File: src/sv/tfce_pkg.sv
// Shared types, constants and helper functions for the time-frame character encoder.
`default_nettype none
package tfce_pkg;

	localparam int CHARS   = 14;
	localparam int NIB_W   = 4;
	localparam int WORD_W  = 6;
	localparam int CHAR_W  = 7;
	localparam int IDX_W   = 4;
	localparam int FRAME_W = 88;

	localparam logic [NIB_W-1:0] HDR_NIB     = 4'hF;
	localparam logic [NIB_W-1:0] DEP_FIX_NIB = 4'h6;
	localparam logic [NIB_W-1:0] DEP_END_NIB = 4'h5;
	localparam logic [NIB_W-1:0] TRL_HI_NIB  = 4'h2;
	localparam logic [NIB_W-1:0] TRL_LO_NIB  = 4'hD;
	localparam logic [NIB_W-1:0] CK_SEED     = 4'h7;
	// Seed 7 plus the fixed department nibbles 6 and 5.
	localparam logic [7:0]       DEP_CK_BASE = 8'd18;

	localparam logic [WORD_W-1:0] WORD_LOW_K = 6'd59;
	localparam logic [WORD_W-1:0] WORD_P     = 6'h20;
	localparam logic [WORD_W-1:0] WORD_S     = 6'h03;
	localparam logic [CHAR_W-1:0] CHAR_K     = 7'h6B;
	localparam logic [CHAR_W-1:0] CHAR_P     = 7'h70;
	localparam logic [CHAR_W-1:0] CHAR_S     = 7'h73;
	localparam logic [CHAR_W-1:0] CHAR_BIAS  = 7'h20;

	localparam logic [IDX_W-1:0] LAST_IDX = 4'(CHARS - 1);

	typedef logic [CHARS-1:0][CHAR_W-1:0] frame_t;

	typedef struct packed {
		logic [CHAR_W-1:0] char_code;
		logic [IDX_W-1:0]  idx;
	} cell_t;

	typedef struct packed {
		logic load;
		logic shift;
	} cell_ctl_t;

	// Quotient by ten for 0..63: multiply by 13/128.
	function automatic logic [2:0] div10(input logic [5:0] v);
		logic [9:0] p;
		p = {4'b0, v} * 10'd13;
		return p[9:7];
	endfunction

	function automatic logic [CHAR_W-1:0] map_word(input logic [WORD_W-1:0] w);
		logic [CHAR_W-1:0] c;
		if (w >= WORD_LOW_K)
			c = CHAR_K + {1'b0, w - WORD_LOW_K};
		else if (w == WORD_P)
			c = CHAR_P;
		else if (w == WORD_S)
			c = CHAR_S;
		else
			c = {1'b0, w} + CHAR_BIAS;
		return c;
	endfunction

endpackage
`default_nettype wire

File: src/sv/tfce_ifs.sv
// Handshake channels: clock readings in, frame characters out.
`default_nettype none
interface tfce_reading_if;
	logic       valid;
	logic       ready;
	logic [4:0] hour;
	logic [5:0] minute;
	logic [3:0] month;
	logic [4:0] day;
	logic [5:0] year_offset;
	logic [6:0] department;

	modport source (output valid, hour, minute, month, day, year_offset, department,
		input ready);
	modport sink (input valid, hour, minute, month, day, year_offset, department,
		output ready);
endinterface

interface tfce_char_if;
	logic       valid;
	logic       ready;
	logic [6:0] char_code;
	logic [3:0] char_index;
	logic       last;

	modport source (output valid, char_code, char_index, last, input ready);
	modport sink (input valid, char_code, char_index, last, output ready);
endinterface
`default_nettype wire

File: src/sv/tfce_frame_build.sv
// Builds the 22-nibble time frame and maps it to 14 characters.
`default_nettype none
module tfce_frame_build
	import tfce_pkg::*;
(
	input  wire logic [4:0] hour,
	input  wire logic [5:0] minute,
	input  wire logic [3:0] month,
	input  wire logic [4:0] day,
	input  wire logic [5:0] year_offset,
	input  wire logic [6:0] department,
	output frame_t          chars
);

	logic [2:0]         m10;
	logic [2:0]         d10;
	logic [5:0]         m10x;
	logic [5:0]         d10x;
	logic [NIB_W-1:0]   m1, d1;
	logic [4:0]         hour_m10;
	logic               hour_teen;
	logic [NIB_W-1:0]   nb1, nb2, nb5, nb6, nb7, ck;
	logic [NIB_W-1:0]   nb14, nb15, nb16;
	logic [7:0]         dck;
	logic [FRAME_W-1:0] frame;

	always_comb begin
		m10  = div10(minute);
		d10  = div10({1'b0, day});
		m10x = {3'b0, m10} * 6'd10;
		d10x = {3'b0, d10} * 6'd10;
		m1   = 4'(minute - m10x);
		d1   = 4'({1'b0, day} - d10x);

		// Fold the tens of the hour: teens add ten to the tens-of-minute digit.
		hour_m10  = hour - 5'd10;
		hour_teen = hour inside {[5'd10:5'd19]};
		nb1 = (hour < 5'd10) ? hour[3:0] : hour_m10[3:0];
		nb2 = {1'b0, m10} + (hour_teen ? 4'd10 : 4'd0);
		nb5 = {d10[1:0], d1[3:2]};
		nb6 = {d1[1:0], year_offset[5:4]};
		nb7 = year_offset[3:0];
		// Only the low nibble of the checksum survives, so sum modulo 16.
		ck  = CK_SEED + HDR_NIB + nb1 + nb2 + m1 + month + nb5 + nb6 + nb7;

		nb14 = {2'b01, department[6:5]};
		nb15 = department[4:1];
		nb16 = {department[0], 3'b000};
		dck  = DEP_CK_BASE + {4'b0, nb14} + {4'b0, nb15} + {4'b0, nb16};

		frame = {HDR_NIB, nb1, nb2, m1, month, nb5, nb6, nb7, ck,
			4'h0, 4'h0, 4'h0, DEP_FIX_NIB, 4'h0, nb14, nb15, nb16, DEP_END_NIB,
			dck, TRL_HI_NIB, TRL_LO_NIB};
	end

	for (genvar k = 0; k < CHARS; k++) begin : g_word
		assign chars[k] = map_word(frame[FRAME_W-1-WORD_W*k -: WORD_W]);
	end

endmodule
`default_nettype wire

File: src/sv/tfce_cell.sv
// One cell of the output chain: holds a character and hands it to its neighbor.
`default_nettype none
module tfce_cell
	import tfce_pkg::*;
(
	input  wire logic      clk,
	input  wire cell_ctl_t ctl,
	input  wire cell_t     load_d,
	input  wire cell_t     next_d,
	output cell_t          cell_q
);

	always_ff @(posedge clk) begin
		if (ctl.load)
			cell_q <= load_d;
		else if (ctl.shift)
			cell_q <= next_d;
	end

endmodule
`default_nettype wire

File: src/sv/time_frame_char_encoder.sv
// Top level: frame builder, one-frame holding register and a chain of character cells.
//
//  channel   dir  word                                      per frame
//  reading   in   hour minute month day year_offset dept    1 word
//  chars     out  char_code char_index last                 14 words
//
// One frame leaves as 14 characters, one per cycle while chars.ready is high,
// so at full rate a reading is taken once per frame. The chain of 14 cells sets
// that rate: it shifts one cell toward the output per accepted character.
// A reading is built in its accept cycle and held until the chain drains; the
// chain reloads in the cycle its last character is taken, so no gap appears.
// Reset clears the fill count and the holding flag; stalls on chars hold the chain.
`default_nettype none
module time_frame_char_encoder
	import tfce_pkg::*;
(
	input  wire logic      clk,
	input  wire logic      arst_n,
	tfce_reading_if.sink   reading,
	tfce_char_if.source    chars
);

	frame_t     built;
	frame_t     frame_q;
	logic       full_q;
	logic [3:0] fill_q;
	logic       pop;
	logic       load;
	logic       take;
	cell_ctl_t  ctl;
	cell_t      cell_q [CHARS];
	cell_t      next_d [CHARS];
	cell_t      load_d [CHARS];

	tfce_frame_build u_build (
		.hour        (reading.hour),
		.minute      (reading.minute),
		.month       (reading.month),
		.day         (reading.day),
		.year_offset (reading.year_offset),
		.department  (reading.department),
		.chars       (built)
	);

	assign pop  = chars.valid && chars.ready;
	assign load = full_q && ((fill_q == 4'd0) || ((fill_q == 4'd1) && pop));
	assign take = reading.valid && reading.ready;
	assign reading.ready = !full_q || load;

	assign ctl.load  = load;
	assign ctl.shift = pop;

	always_ff @(posedge clk or negedge arst_n) begin
		if (!arst_n) begin
			full_q <= 1'b0;
			fill_q <= 4'd0;
		end else begin
			if (take)
				full_q <= 1'b1;
			else if (load)
				full_q <= 1'b0;
			if (load)
				fill_q <= 4'(CHARS);
			else if (pop)
				fill_q <= fill_q - 4'd1;
		end
	end

	// Hold the built frame until the chain is free.
	always_ff @(posedge clk) begin
		if (take)
			frame_q <= built;
	end

	for (genvar k = 0; k < CHARS; k++) begin : g_cell
		assign load_d[k].char_code = frame_q[k];
		assign load_d[k].idx       = 4'(k);
		if (k == CHARS - 1) begin : g_end
			assign next_d[k] = '0;
		end else begin : g_mid
			assign next_d[k] = cell_q[k+1];
		end
		tfce_cell u_cell (
			.clk    (clk),
			.ctl    (ctl),
			.load_d (load_d[k]),
			.next_d (next_d[k]),
			.cell_q (cell_q[k])
		);
	end

	assign chars.valid      = (fill_q != 4'd0);
	assign chars.char_code  = cell_q[0].char_code;
	assign chars.char_index = cell_q[0].idx;
	assign chars.last       = (cell_q[0].idx == LAST_IDX);

	a_last_drains: assert property (@(posedge clk) disable iff (!arst_n)
		pop && chars.last |-> fill_q == 4'd1)
		else $error("last character taken with more left in the chain");

	a_index_steps: assert property (@(posedge clk) disable iff (!arst_n)
		pop && !chars.last |=> chars.valid &&
			chars.char_index == $past(chars.char_index) + 4'd1)
		else $error("character index did not advance by one");

	a_load_when_free: assert property (@(posedge clk) disable iff (!arst_n)
		load |-> (fill_q == 4'd0) || (pop && chars.last))
		else $error("chain reloaded while characters remained");

	a_fill_bound: assert property (@(posedge clk) disable iff (!arst_n)
		load |=> fill_q == 4'(CHARS) && chars.char_index == 4'd0)
		else $error("reload did not start a full frame at index zero");

endmodule
`default_nettype wire
File: src/flat_wrapper.sv
// flat-port wrapper written by rule: the top's interface ports become plain ports
module time_frame_char_encoder_flat import tfce_pkg::*;
  (clk, arst_n, reading_valid, reading_hour, reading_minute, reading_month, reading_day, reading_year_offset, reading_department, reading_ready, chars_valid, chars_char_code, chars_char_index, chars_last, chars_ready);
  tfce_reading_if reading_i ();
  tfce_char_if chars_i ();
  input  wire logic clk;
  input  wire logic arst_n;
  input wire logic [$bits(reading_i.valid)-1:0] reading_valid;
  input wire logic [$bits(reading_i.hour)-1:0] reading_hour;
  input wire logic [$bits(reading_i.minute)-1:0] reading_minute;
  input wire logic [$bits(reading_i.month)-1:0] reading_month;
  input wire logic [$bits(reading_i.day)-1:0] reading_day;
  input wire logic [$bits(reading_i.year_offset)-1:0] reading_year_offset;
  input wire logic [$bits(reading_i.department)-1:0] reading_department;
  output wire logic [$bits(reading_i.ready)-1:0] reading_ready;
  output wire logic [$bits(chars_i.valid)-1:0] chars_valid;
  output wire logic [$bits(chars_i.char_code)-1:0] chars_char_code;
  output wire logic [$bits(chars_i.char_index)-1:0] chars_char_index;
  output wire logic [$bits(chars_i.last)-1:0] chars_last;
  input wire logic [$bits(chars_i.ready)-1:0] chars_ready;
  assign reading_i.valid = reading_valid;
  assign reading_i.hour = reading_hour;
  assign reading_i.minute = reading_minute;
  assign reading_i.month = reading_month;
  assign reading_i.day = reading_day;
  assign reading_i.year_offset = reading_year_offset;
  assign reading_i.department = reading_department;
  assign reading_ready = reading_i.ready;
  assign chars_valid = chars_i.valid;
  assign chars_char_code = chars_i.char_code;
  assign chars_char_index = chars_i.char_index;
  assign chars_last = chars_i.last;
  assign chars_i.ready = chars_ready;
  time_frame_char_encoder u_core (.clk(clk), .arst_n(arst_n), .reading(reading_i), .chars(chars_i));
endmodule
File: config.mk
export PLATFORM = sky130hd
export DESIGN_NAME = time_frame_char_encoder_flat
export DESIGN_NICKNAME = d
export VERILOG_FILES = /design/src/sv/tfce_pkg.sv /design/src/sv/tfce_ifs.sv /design/src/sv/tfce_frame_build.sv /design/src/sv/tfce_cell.sv /design/src/sv/time_frame_char_encoder.sv /design/src/flat_wrapper.sv
export SDC_FILE = /design/constraint.sdc
export NUM_CORES = 1
export LEC_CHECK = 0
export BUFFER_PORTS_ARGS = -buffer_cell sky130_fd_sc_hd__buf_2
export CAP_MARGIN = 20
export CORE_UTILIZATION = 56
export DETAILED_ROUTE_END_ITERATION = 12
export GPL_TIMING_DRIVEN = 0
export MAX_ROUTING_LAYER = met4
export PLACE_DENSITY = 0.86
export SETUP_SLACK_MARGIN = 0.3
export SLEW_MARGIN = 20
export SYNTH_ARGS = -nofsm -noshare
export SYNTH_HDL_FRONTEND = slang
export SYNTH_SLANG_ARGS = --single-unit
export TNS_END_PERCENT = 50
File: constraint.sdc
create_clock -name clk -period 3.9 [get_ports clk]
set_clock_uncertainty 0.1 [all_clocks]
set_input_delay 0.78 -clock clk [delete_from_list [all_inputs] [get_ports clk]]
set_output_delay 0.78 -clock clk [all_outputs]
set_load 0.02 [all_outputs]
==> results of run 1 <==
==> state kept, by name, indices dropped and copies added (netlist names) <==
register and count:
u_core.full_q 1, u_core.fill_q 4, u_core.frame_q 55, u_core.g_cell.u_cell.cell_q 142
==> repair_timing <==
action,CTS,global route
setup endpoints to repair,25,83
buffers inserted,19,15
pin swaps,39,19
hold buffers,1,0
resized for setup,47,51
hold endpoints to repair,5,0
==> synthesized netlist by cell type (all sizes together), types with 5 or more instances <==
library cell and count:
o211ai 5, nor2 29, nor3 10, a31oi 9
edfxtp 150, a21oi 56, nand3 74, dfrtp 5
nand2 259, xor2 8, o21ai 14, inv 67
xnor2 26, clkbuf 46, dfxtp 47, and3 34
buf 13, ha 58, fa 19, mux2i 6
==> area by class of cell <==
type | count | area share
Sequential cell | 202 | 0.4565
Tap cell | 225 | 0.02307
Inverter | 67 | 0.02122
Clock inverter | 13 | 0.008203
Buffer | 59 | 0.02307
Multi-Input combinational cell | 658 | 0.3731
Timing Repair Buffer | 86 | 0.05116
Clock buffer | 23 | 0.04368
==> kinds of logic after synthesis <==
| family | Yosys count | synth area share |
|---|---|---|
| xor+xnor | 36 | 0.03952 |
| flops | 202 | 0.5464 |
| fa+ha+maj | 77 | 0.1085 |
| simple gates | 427 | 0.1829 |
| other cells | 1 | 0.0003678 |
| mux | 7 | 0.006996 |
| compound gates | 110 | 0.06480 |
| buf+inv | 126 | 0.05056 |
==> metal layers <==
layer | share of wire | vias to the layer above
met5 | 0 | -
met4 | 0.047 | 0
met3 | 0.080 | 102
met2 | 0.49 | 418
met1 | 0.39 | 3660
li1 | - | 3582
==> worst max-delay path: stages <==
cell and delay (ns):
buf_8 0.11, ha_4 0.23, fa_1 0.45, ha_1 0.30, nand4_1 0.11, a22oi_2 0.29, xnor2_2 0.17, inv_2 0.09
ha_4 0.17, fa_2 0.43, xnor2_4 0.16, xnor2_2 0.16, fa_1 0.54, inv_2 0.04, fa_1 0.49, fa_1 0.42
fa_1 0.52, inv_1 0.06, ha_1 0.29, a21o_1 0.20, a21oi_2 0.14, xnor3_1 0.23, xnor3_2 0.28, xnor2_4 0.18
and3_4 0.19, or3_1 0.33
==> power by group through the flow <==
stage          Combinational, W  Clock, W  Sequential, W
2_1_floorplan           0.00379         0        0.00347
3_5_place_dp            0.00483         0        0.00354
3_3_place_gp            0.00458         0        0.00353
6_report                0.00716   0.00188        0.00352
4_1_cts                 0.00590   0.00187        0.00351
5_1_grt                 0.00768   0.00196        0.00357
==> metrics by stage <==
| step | utilization | TNS [ns] | power (W) |
|---|---|---|---|
| CTS | 0.6767 | -24.08 | 0.01128 |
| floorplan | - | -30.04 | 0.007264 |
| global route | 0.6958 | -31.68 | 0.01321 |
| finish | 0.6958 | -28.22 | 0.01256 |
| global placement | 0.6189 | -118.53 | 0.008113 |
| detailed placement | 0.6209 | -43.11 | 0.008376 |
==> final timing paths <==
check / endpoint / slack, ns / depth (start not counted)
max: u_core.frame_q[40]$_DFFE_PP_ / -3.31 / 26
min: u_core.g_cell[6].u_cell.cell_q[3]$_SDFFE_PP0P_ / 0.35 / 2
max reg2reg: u_core.g_cell[2].u_cell.cell_q[4]$_DFFE_PP_ / 0.55 / 9
min reg2reg: u_core.g_cell[6].u_cell.cell_q[3]$_SDFFE_PP0P_ / 0.35 / 2
max in group asynchronous: u_core.fill_q[2]$_DFFE_PN0P_ / 3.02 / 2
min in group asynchronous: u_core.fill_q[1]$_DFFE_PN0P_ / 0.54 / 2
==> out/summary.txt, run 1 <==
Clk Latency, worst-skew pair: 0.49 ns
Register area: 5570 sq um
Sequential fraction of design power: 0.280
ANT cells: 0
Number of global-route vias before repair: 7004
Core Rows: 48
Fin cells: 1333
Hold Path Class: reg2reg
Initial antenna violation count: 0
Drt first pass iters: 9
Async SR Flop Fraction: 0.02475
Share of cells above drive strength 1: 0.1904
Synth top area share: 0.4418
Fin crit share: 1.850
Critical Path AT: 7.36 ns
Required @ worst endpoint: 4.04 ns
Final instance area: 12200 sq um
Met2 Resource Use GR: 0.3931
Register bit count reported by yosys: 202
Clock Tree Root: clkbuf_16
Final Hold Vio Count: 0
Failing checks: negative setup slack
Via/cell ratio: 5.823
Grt total ovfl: 0
Commonest register cell after synthesis: edfxtp_1
Tot GR Track Use: 0.2418
Post-synthesis sequential area ratio: 0.5464
Post-synth EDFFs: 150
Status: finished, violations left
Area of the multi-input gates: 4553 sq um
Synth Cell Area: 10190 sq um
RD Place Congestion: 0.8606
Top post-synthesis cells by area: edfxtp_1 (44%), nand2_1 (9.5%), dfxtp_1 (9.2%)
Placed cells: 1262
Hold slack: 0.3526 ns
Pleak: 5.265 nW
Int Power: 0.007623 W
Sw Ratio: 0.3929
First-pass GRT wire length: 34130 microns
Clock power frac: 0.150
WL final: 23570 microns
Core area: 17540 sq um
Slew Limit Fails: 0
Antenna Nets Post-Route: 0
Via count: 7762
Max_slew headroom: 0.3646
Drt drc: 0
Fill cells: 1148
Hpwl dp: 14110 microns
Setup violators final: 24
Most common cell after layout, fill and taps aside: nand2_1
Worst setup startpoint: reading_day[2]
Post-Synthesis Cells: 986
RSZ-0062 raised after global routing: yes
Endpoint type of the worst setup path: register
P_sw: 0.004934 W
Avg Inst Size Synth: 10.34 sq um
Dpl cell area: 10890 sq um
Die ar.: 18750 sq um
Crit-path max FO: 4
GR peak layer: met2
NumNets Final: 1209
Routed WL per cell: 17.68 microns
CTS Sinks: 202
CTS H-tree lvls: 1
Met1 Usage GRT: 0.3077
# port buffers: 50
Hold path start: u_core.g_cell[7].u_cell.cell_q[3]$_SDFFE_PP0P_
Yosys top cell by area: edfxtp_1
WS Path Type: in2reg
Pwr dens: 1029 nW/um^2
Max-cap violations: 0
I/O pin count: 51
Met3 Resource Use GR: 0.03370
Max clock buf depth: 3
Initial Utilization: 0.5813
Num CTS Buffers: 21
Mapped Nets: 1100
Share of power burned in combinational logic: 0.570
Fin crit period: 7.214 ns
Initial DRC count: 822
Fmax: 0.1386 GHz
Clk pin slew, worst setup/hold paths: 0.07 ns
Commonest non-fill, non-tap cells in the layout: nand2_1 (252), edfxtp_1 (150), nand3_1 (72)
Reg-to-Reg Start: u_core.fill_q[0]$_DFFE_PN0P_
Worst-Margin Slew: 0.9462 ns
Worst IR Drop VDD: 1.347 mV
Largest net degree at the start of global routing: 59
Netlist cell types: 57
YS warnings: 0
Die outline height: 136.9 microns
CTS tree: yes
Synthesis-to-layout area growth: 19.70%
Pre-CTS setup slack: -4.141 ns
Die W: 136.9 microns
Critical path startpoint category: input port
Worst Setup Slack, final: -3.314 ns
No activity file was read; power rests on OpenSTA's default activity.
==> inputs of run 2 (changes only) <==
--- a/config.mk
+++ b/config.mk
@@ -7,14 +7,16 @@
 export LEC_CHECK = 0
 export BUFFER_PORTS_ARGS = -buffer_cell sky130_fd_sc_hd__buf_2
 export CAP_MARGIN = 20
-export CORE_UTILIZATION = 56
+export CORE_UTILIZATION = 57
 export DETAILED_ROUTE_END_ITERATION = 12
 export GPL_TIMING_DRIVEN = 0
+export HOLD_SLACK_MARGIN = 0.02
 export MAX_ROUTING_LAYER = met4
 export PLACE_DENSITY = 0.86
 export SETUP_SLACK_MARGIN = 0.3
 export SLEW_MARGIN = 20
 export SYNTH_ARGS = -nofsm -noshare
 export SYNTH_HDL_FRONTEND = slang
+export SYNTH_HIERARCHICAL = 1
 export SYNTH_SLANG_ARGS = --single-unit
 export TNS_END_PERCENT = 50
==> out/summary.txt, run 2 <==
Status: finished, violations left
Failing checks: negative setup slack
Largest register FFs: 154
Hold path start: reading_valid
Num CTS Buffers: 26
Critical-path top delay cell: fa_1
Via/cell ratio: 5.459
Worst Hold End: u_core/full_q$_DFFE_PN0P_
RD Place Congestion: 0.8645
Synth Cell Area: 13420 sq um
Initial Utilization: 0.5874
Initial DRC count: 757
CTS tree: yes
Share of cells above drive strength 1: 0.3818
Number of global-route vias before repair: 7921
Reg2Reg Setup Slack: 0.98 ns
Worst Setup Slack, final: -3.549 ns
Register bit count reported by yosys: 257
Pwr dens: 867.4 nW/um^2
Fmax: 0.1343 GHz
Clock Tree Root: clkbuf_16
Largest net degree at the start of global routing: 51
I/O pin count: 51
CP peak stage delay: 0.57 ns
Top post-synthesis cells by area: edfxtp_1 (56%), mux2_4 (14%), ha_1 (5.5%)
Max clock buf depth: 3
Avg Inst Size Synth: 15.44 sq um
Fin crit period: 7.449 ns
Largest registers: u_core/g_cell.u_cell/cell_q x154, u_core/frame_q x98, u_core/fill_q x4
RSZ-0062 raised after global routing: yes
Core Rows: 55
Synth top area share: 0.5639
Required @ worst endpoint: 4.09 ns
Max_slew headroom: 0.2166
Via count: 7757
Most used cell, CP: fa_1
Pleak: 6.603 nW
Register with the most flip-flops: u_core/g_cell.u_cell/cell_q
Clk Latency, worst-skew pair: 0.54 ns
CTS Sinks: 257
CTS H-tree lvls: 1
WS Path Type: in2reg
Clk pin slew, worst setup/hold paths: 0.07 ns
Hold slack: 0.3705 ns
Drt first pass iters: 6
Slew Limit Fails: 0
Most common cell after layout, fill and taps aside: edfxtp_1
Crit-path max FO: 4
Endpoint type of the worst setup path: register
Commonest cells in the synthesized netlist: edfxtp_1 (252), mux2_4 (126), inv_1 (66), ha_1 (59), buf_4 (47)
Power Total: 0.01405 W
Yosys top cell by area: edfxtp_1
Hold Path Class: in2reg
Critical Path AT: 7.64 ns
ANT cells: 0
YS warnings: 6
Worst setup startpoint: reading_day[2]
Min-Delay Path Depth: 2
Netlist cell types: 71
Dpl cell area: 14650 sq um
First-pass GRT wire length: 40740 microns
Worst reg2reg path endpoint: u_core/g_cell[7].u_cell/cell_q[5]$_DFFE_PP_
Final Hold Vio Count: 0
Routed WL per cell: 19.28 microns
Worst-Margin Slew: 1.167 ns
Grt total ovfl: 0
WL final: 27390 microns
Final instance area: 16200 sq um
Top-count cell post-synth: edfxtp_1
Critical path startpoint category: input port
Commonest register cell after synthesis: edfxtp_1
Core area: 22850 sq um
# port buffers: 49
Commonest non-fill, non-tap cells in the layout: edfxtp_1 (252), mux2_4 (126), conb_1 (110)
Fin crit share: 1.910
Post-Synthesis Cells: 869
Setup violators final: 24
Reg-to-Reg Start: u_core/fill_q[0]$_DFFE_PN0P_
NumNets Final: 1203
R2R depth: 9
Drt drc: 0
Async SR Flop Fraction: 0.01946
Die W: 155.4 microns
Max-cap violations: 0
Antenna Nets Post-Route: 0
Die ar.: 24160 sq um
Synthesis-to-layout area growth: 20.70%
Worst IR Drop VDD: 0.7139 mV
Post-synthesis sequential area ratio: 0.5732
Hpwl dp: 15650 microns
Die outline height: 155.4 microns
Tot GR Track Use: 0.2270
Post-synth EDFFs: 252
Initial antenna violation count: 0
## run 2: changes by cell type after synthesis, sizes merged, moves of 31 or more
cell and delta:
mux2 +154, nand2 -232, dfxtp -47, nand3 -67
edfxtp +102, clkbuf -34, buf +49, and3 -31
## run 2: power by group
group          switching (W)  total (W)  internal (W)
clock network        0.00102    0.00255       0.00153
logic                0.00359    0.00677       0.00318
registers           0.000317    0.00474       0.00442
## run 2: stage by stage
step / util / cells / TNS, ns / worst slack [ns]
2_1_floorplan: - / 975 / -85.93 / -3.545
3_3_place_gp: 0.6376 / 1337 / -448.10 / -3.977
3_5_place_dp: 0.6412 / 1343 / -45.01 / -4.156
4_1_cts: 0.7001 / 1412 / -23.12 / -3.302
5_1_grt: 0.7090 / 1421 / -30.55 / -3.674
6_report: 0.7090 / 1421 / -28.28 / -3.549
## run 2: per-layer routing
layer	wire [microns]	part of all wire	GRT usage
met1	9974	0.36	0.2566
met2	14010	0.51	0.4032
met5	0	0	-
met4	1273	0.046	0.08777
met3	2129	0.078	0.03677
## run 2: cell families after synthesis
group | after synthesis | share of synthesized area
flip-flops | 257 | 0.5732
adder cells (fa/ha/maj) | 78 | 0.08335
multiplexers | 157 | 0.1668
AND/OR/NAND/NOR | 106 | 0.04354
other | 4 | 0.001118
AO/OA/AOI/OAI | 95 | 0.04494
buffers and inverters | 140 | 0.06069
XOR/XNOR | 32 | 0.02639
## run 2: area by class of cell
cell class	count	area [sq um]
timing repair buffer	85	639.4
multi-input combinational	578	5759
buffer	74	593.1
clock buffer	33	698.2
clock inverter	15	173.9
fill	1357	6649
sequential	257	7692
inverter	66	250.2
tap	313	391.6
## run 2: worst max-delay path by stage
| stage | cells past startpoint | endpoint | slack, ns |
|---|---|---|---|
| floorplan | 24 | u_core/frame_q[39]$_DFFE_PP_ | -3.54 |
| global placement | 25 | u_core/frame_q[39]$_DFFE_PP_ | -3.98 |
| detailed placement | 25 | u_core/frame_q[39]$_DFFE_PP_ | -4.16 |
| CTS | 26 | u_core/frame_q[39]$_DFFE_PP_ | -3.30 |
| global route | 26 | u_core/frame_q[39]$_DFFE_PP_ | -3.67 |
| finish | 26 | u_core/frame_q[39]$_DFFE_PP_ | -3.55 |
## run 2: timing repair
action,4_1_cts,5_1_grt
hold buffers,1,0
pin swaps,26,14
gates cloned,0,0
setup endpoints to repair,27,25
resized for setup,69,34
endpoints found under the hold margin,5,0
setup buffers,20,9
## run 2: worst max-delay path, delay by kind of cell
family | cells | cell delay [ns]
buffers and inverters | 4 | 0.40
XOR/XNOR | 6 | 1.20
AO/OA/AOI/OAI | 4 | 0.80
AND/OR/NAND/NOR | 2 | 0.46
adder cells (fa/ha/maj) | 10 | 4.02
==> inputs of run 3 (changes only) <==
--- a/config.mk
+++ b/config.mk
@@ -7,6 +7,7 @@
 export LEC_CHECK = 0
 export BUFFER_PORTS_ARGS = -buffer_cell sky130_fd_sc_hd__buf_2
 export CAP_MARGIN = 20
+export CORE_MARGIN = 5
 export CORE_UTILIZATION = 57
 export DETAILED_ROUTE_END_ITERATION = 12
 export GPL_TIMING_DRIVEN = 0
==> constraint.sdc (replaced) <==
create_clock -name clk -period 3.9 [get_ports clk]
set_clock_uncertainty 0.1 [all_clocks]
set_input_delay 0 -clock clk [delete_from_list [all_inputs] [get_ports clk]]
set_output_delay 0 -clock clk [all_outputs]
set_load 0.02 [all_outputs]
==> out/summary.txt, run 3 (synthesis results as in run 2) <==
Most used cell, CP: fa_1
Initial DRC count: 582
Commonest non-fill, non-tap cells in the layout: edfxtp_1 (252), mux2_4 (126), conb_1 (110)
Final Hold Vio Count: 0
Endpoint type of the worst setup path: register
Dpl cell area: 14620 sq um
CTS H-tree lvls: 1
RSZ-0062 raised after global routing: yes
Most common cell after layout, fill and taps aside: edfxtp_1
Initial antenna violation count: 2
CP peak stage delay: 0.55 ns
Critical path startpoint category: input port
Reg2Reg Setup Slack: 0.80 ns
Die W: 163.4 microns
Clk pin slew, worst setup/hold paths: 0.06 ns
P_sw: 0.004452 W
Largest registers: u_core/g_cell.u_cell/cell_q x154, u_core/frame_q x98, u_core/fill_q x4
Clock Tree Root: clkbuf_16
Largest net degree at the start of global routing: 51
Max clock buf depth: 3
Crit-path max FO: 3
Fill cells: 1442
Setup violators final: 7
Routed WL per cell: 17.50 microns
Critical Path AT: 6.49 ns
Hpwl dp: 16560 microns
Final instance area: 16120 sq um
Max_slew headroom: 0.3505
RD Place Congestion: 0.8409
Fmax: 0.1580 GHz
WL final: 25330 microns
Via/cell ratio: 5.236
Max-cap violations: 0
Critical-path top delay cell: fa_1
Tot GR Track Use: 0.1916
Clock power frac: 0.163
Num CTS Buffers: 26
Worst Setup Slack, final: -2.428 ns
First-pass GRT wire length: 39330 microns
Grt total ovfl: 0
Status: finished, violations left
Core Rows: 56
Worst-Margin Slew: 0.9673 ns
Hold slack: 0.05163 ns
CTS tree: yes
Initial Utilization: 0.5752
Required @ worst endpoint: 4.06 ns
Clk Latency, worst-skew pair: 0.52 ns
Die outline height: 163.4 microns
Hold Path Class: in2reg
Sw Ratio: 0.3271
Total negative setup slack: -15.51 ns
Int Power: 0.009160 W
Fin crit period: 6.328 ns
Antenna Nets Post-Route: 0
WS Path Type: in2reg
Share of power burned in combinational logic: 0.490
Core area: 23330 sq um
Number of global-route vias before repair: 7827
Fin crit share: 1.623
# port buffers: 49
Drt first pass iters: 5
Drt drc: 0
Largest register FFs: 154
Pleak: 6.591 nW
NumNets Final: 1227
Slew Limit Fails: 0
CTS Sinks: 257
Pwr dens: 844.3 nW/um^2
Synthesis-to-layout area growth: 20.14%
Worst IR Drop VDD: 0.9581 mV
Share of cells above drive strength 1: 0.3366
Failing checks: negative setup slack
Sequential fraction of design power: 0.347
I/O pin count: 51
Die ar.: 26710 sq um
Via count: 7576
Register with the most flip-flops: u_core/g_cell.u_cell/cell_q
==> run 3: metrics by stage <==
step / total power (W) / instances / worst slack, ns / util
floorplan: 0.008726 / 975 / -2.765 / -
global placement: 0.009506 / 1343 / -3.238 / 0.6232
detailed placement: 0.009842 / 1349 / -3.359 / 0.6267
CTS: 0.01293 / 1435 / -2.338 / 0.6825
global route: 0.01432 / 1447 / -2.628 / 0.6910
finish: 0.01361 / 1447 / -2.428 / 0.6910
==> run 3: worst max-delay path: cells and delay by family <==
| family | cells | cell delay, ns |
|---|---|---|
| xor+xnor | 6 | 1.22 |
| fa+ha+maj | 10 | 3.79 |
| compound gates | 4 | 0.84 |
| simple gates | 2 | 0.41 |
| buf+inv | 3 | 0.21 |
==> run 3: what timing repair did <==
| action | in CTS | in global routing |
|---|---|---|
| setup buffers | 11 | 10 |
| endpoints found under the setup margin | 13 | 17 |
| hold endpoints to repair | 46 | 0 |
| resized for setup | 33 | 29 |
| pin swaps | 33 | 17 |
| hold buffers | 33 | 0 |
==> run 3: layout make-up <==
cell class	instances	area, sq um	share of cell area
sequential	257	7692	0.4771
multi-input combinational	578	5595	0.3470
timing repair buffer	109	852.1	0.05285
clock buffer	31	690.7	0.04284
buffer	74	581.8	0.03609
tap	319	399.1	0.02476
inverter	66	247.7	0.01537
clock inverter	11	58.81	0.003647
antenna	2	5.005	0.0003104
==> run 3: per-layer routing <==
metal	vias to the layer above	global-route usage	share of wire
met2	268	0.3545	0.55
met5	-	-	0
met4	0	0.05414	0.029
met3	70	0.03331	0.058
li1	3529	-	-
met1	3709	0.2127	0.36
==> run 3: power by group through the flow <==
stage / combinational, W / sequential [W] / clock (W)
floorplan: 0.00401 / 0.00472 / 0
CTS: 0.00594 / 0.00473 / 0.00226
finish: 0.00668 / 0.00472 / 0.00222
global route: 0.00713 / 0.00480 / 0.00238
detailed placement: 0.00506 / 0.00478 / 0
global placement: 0.00476 / 0.00475 / 0
==> run 3: final timing paths <==
path,endpoint,cells after the start,from
max,u_core/frame_q[39]$_DFFE_PP_,25,reading_day[1]
min,u_core/frame_q[20]$_DFFE_PP_,4,reading_minute[0]
max reg2reg,u_core/g_cell[6].u_cell/cell_q[2]$_DFFE_PP_,9,u_core/fill_q[0]$_DFFE_PN0P_
min reg2reg,u_core/g_cell[12].u_cell/cell_q[5]$_DFFE_PP_,1,u_core/g_cell[13].u_cell/cell_q[5]$_DFFE_PP_
max in group asynchronous,u_core/fill_q[2]$_DFFE_PN0P_,3,arst_n
min in group asynchronous,u_core/fill_q[1]$_DFFE_PN0P_,3,arst_n
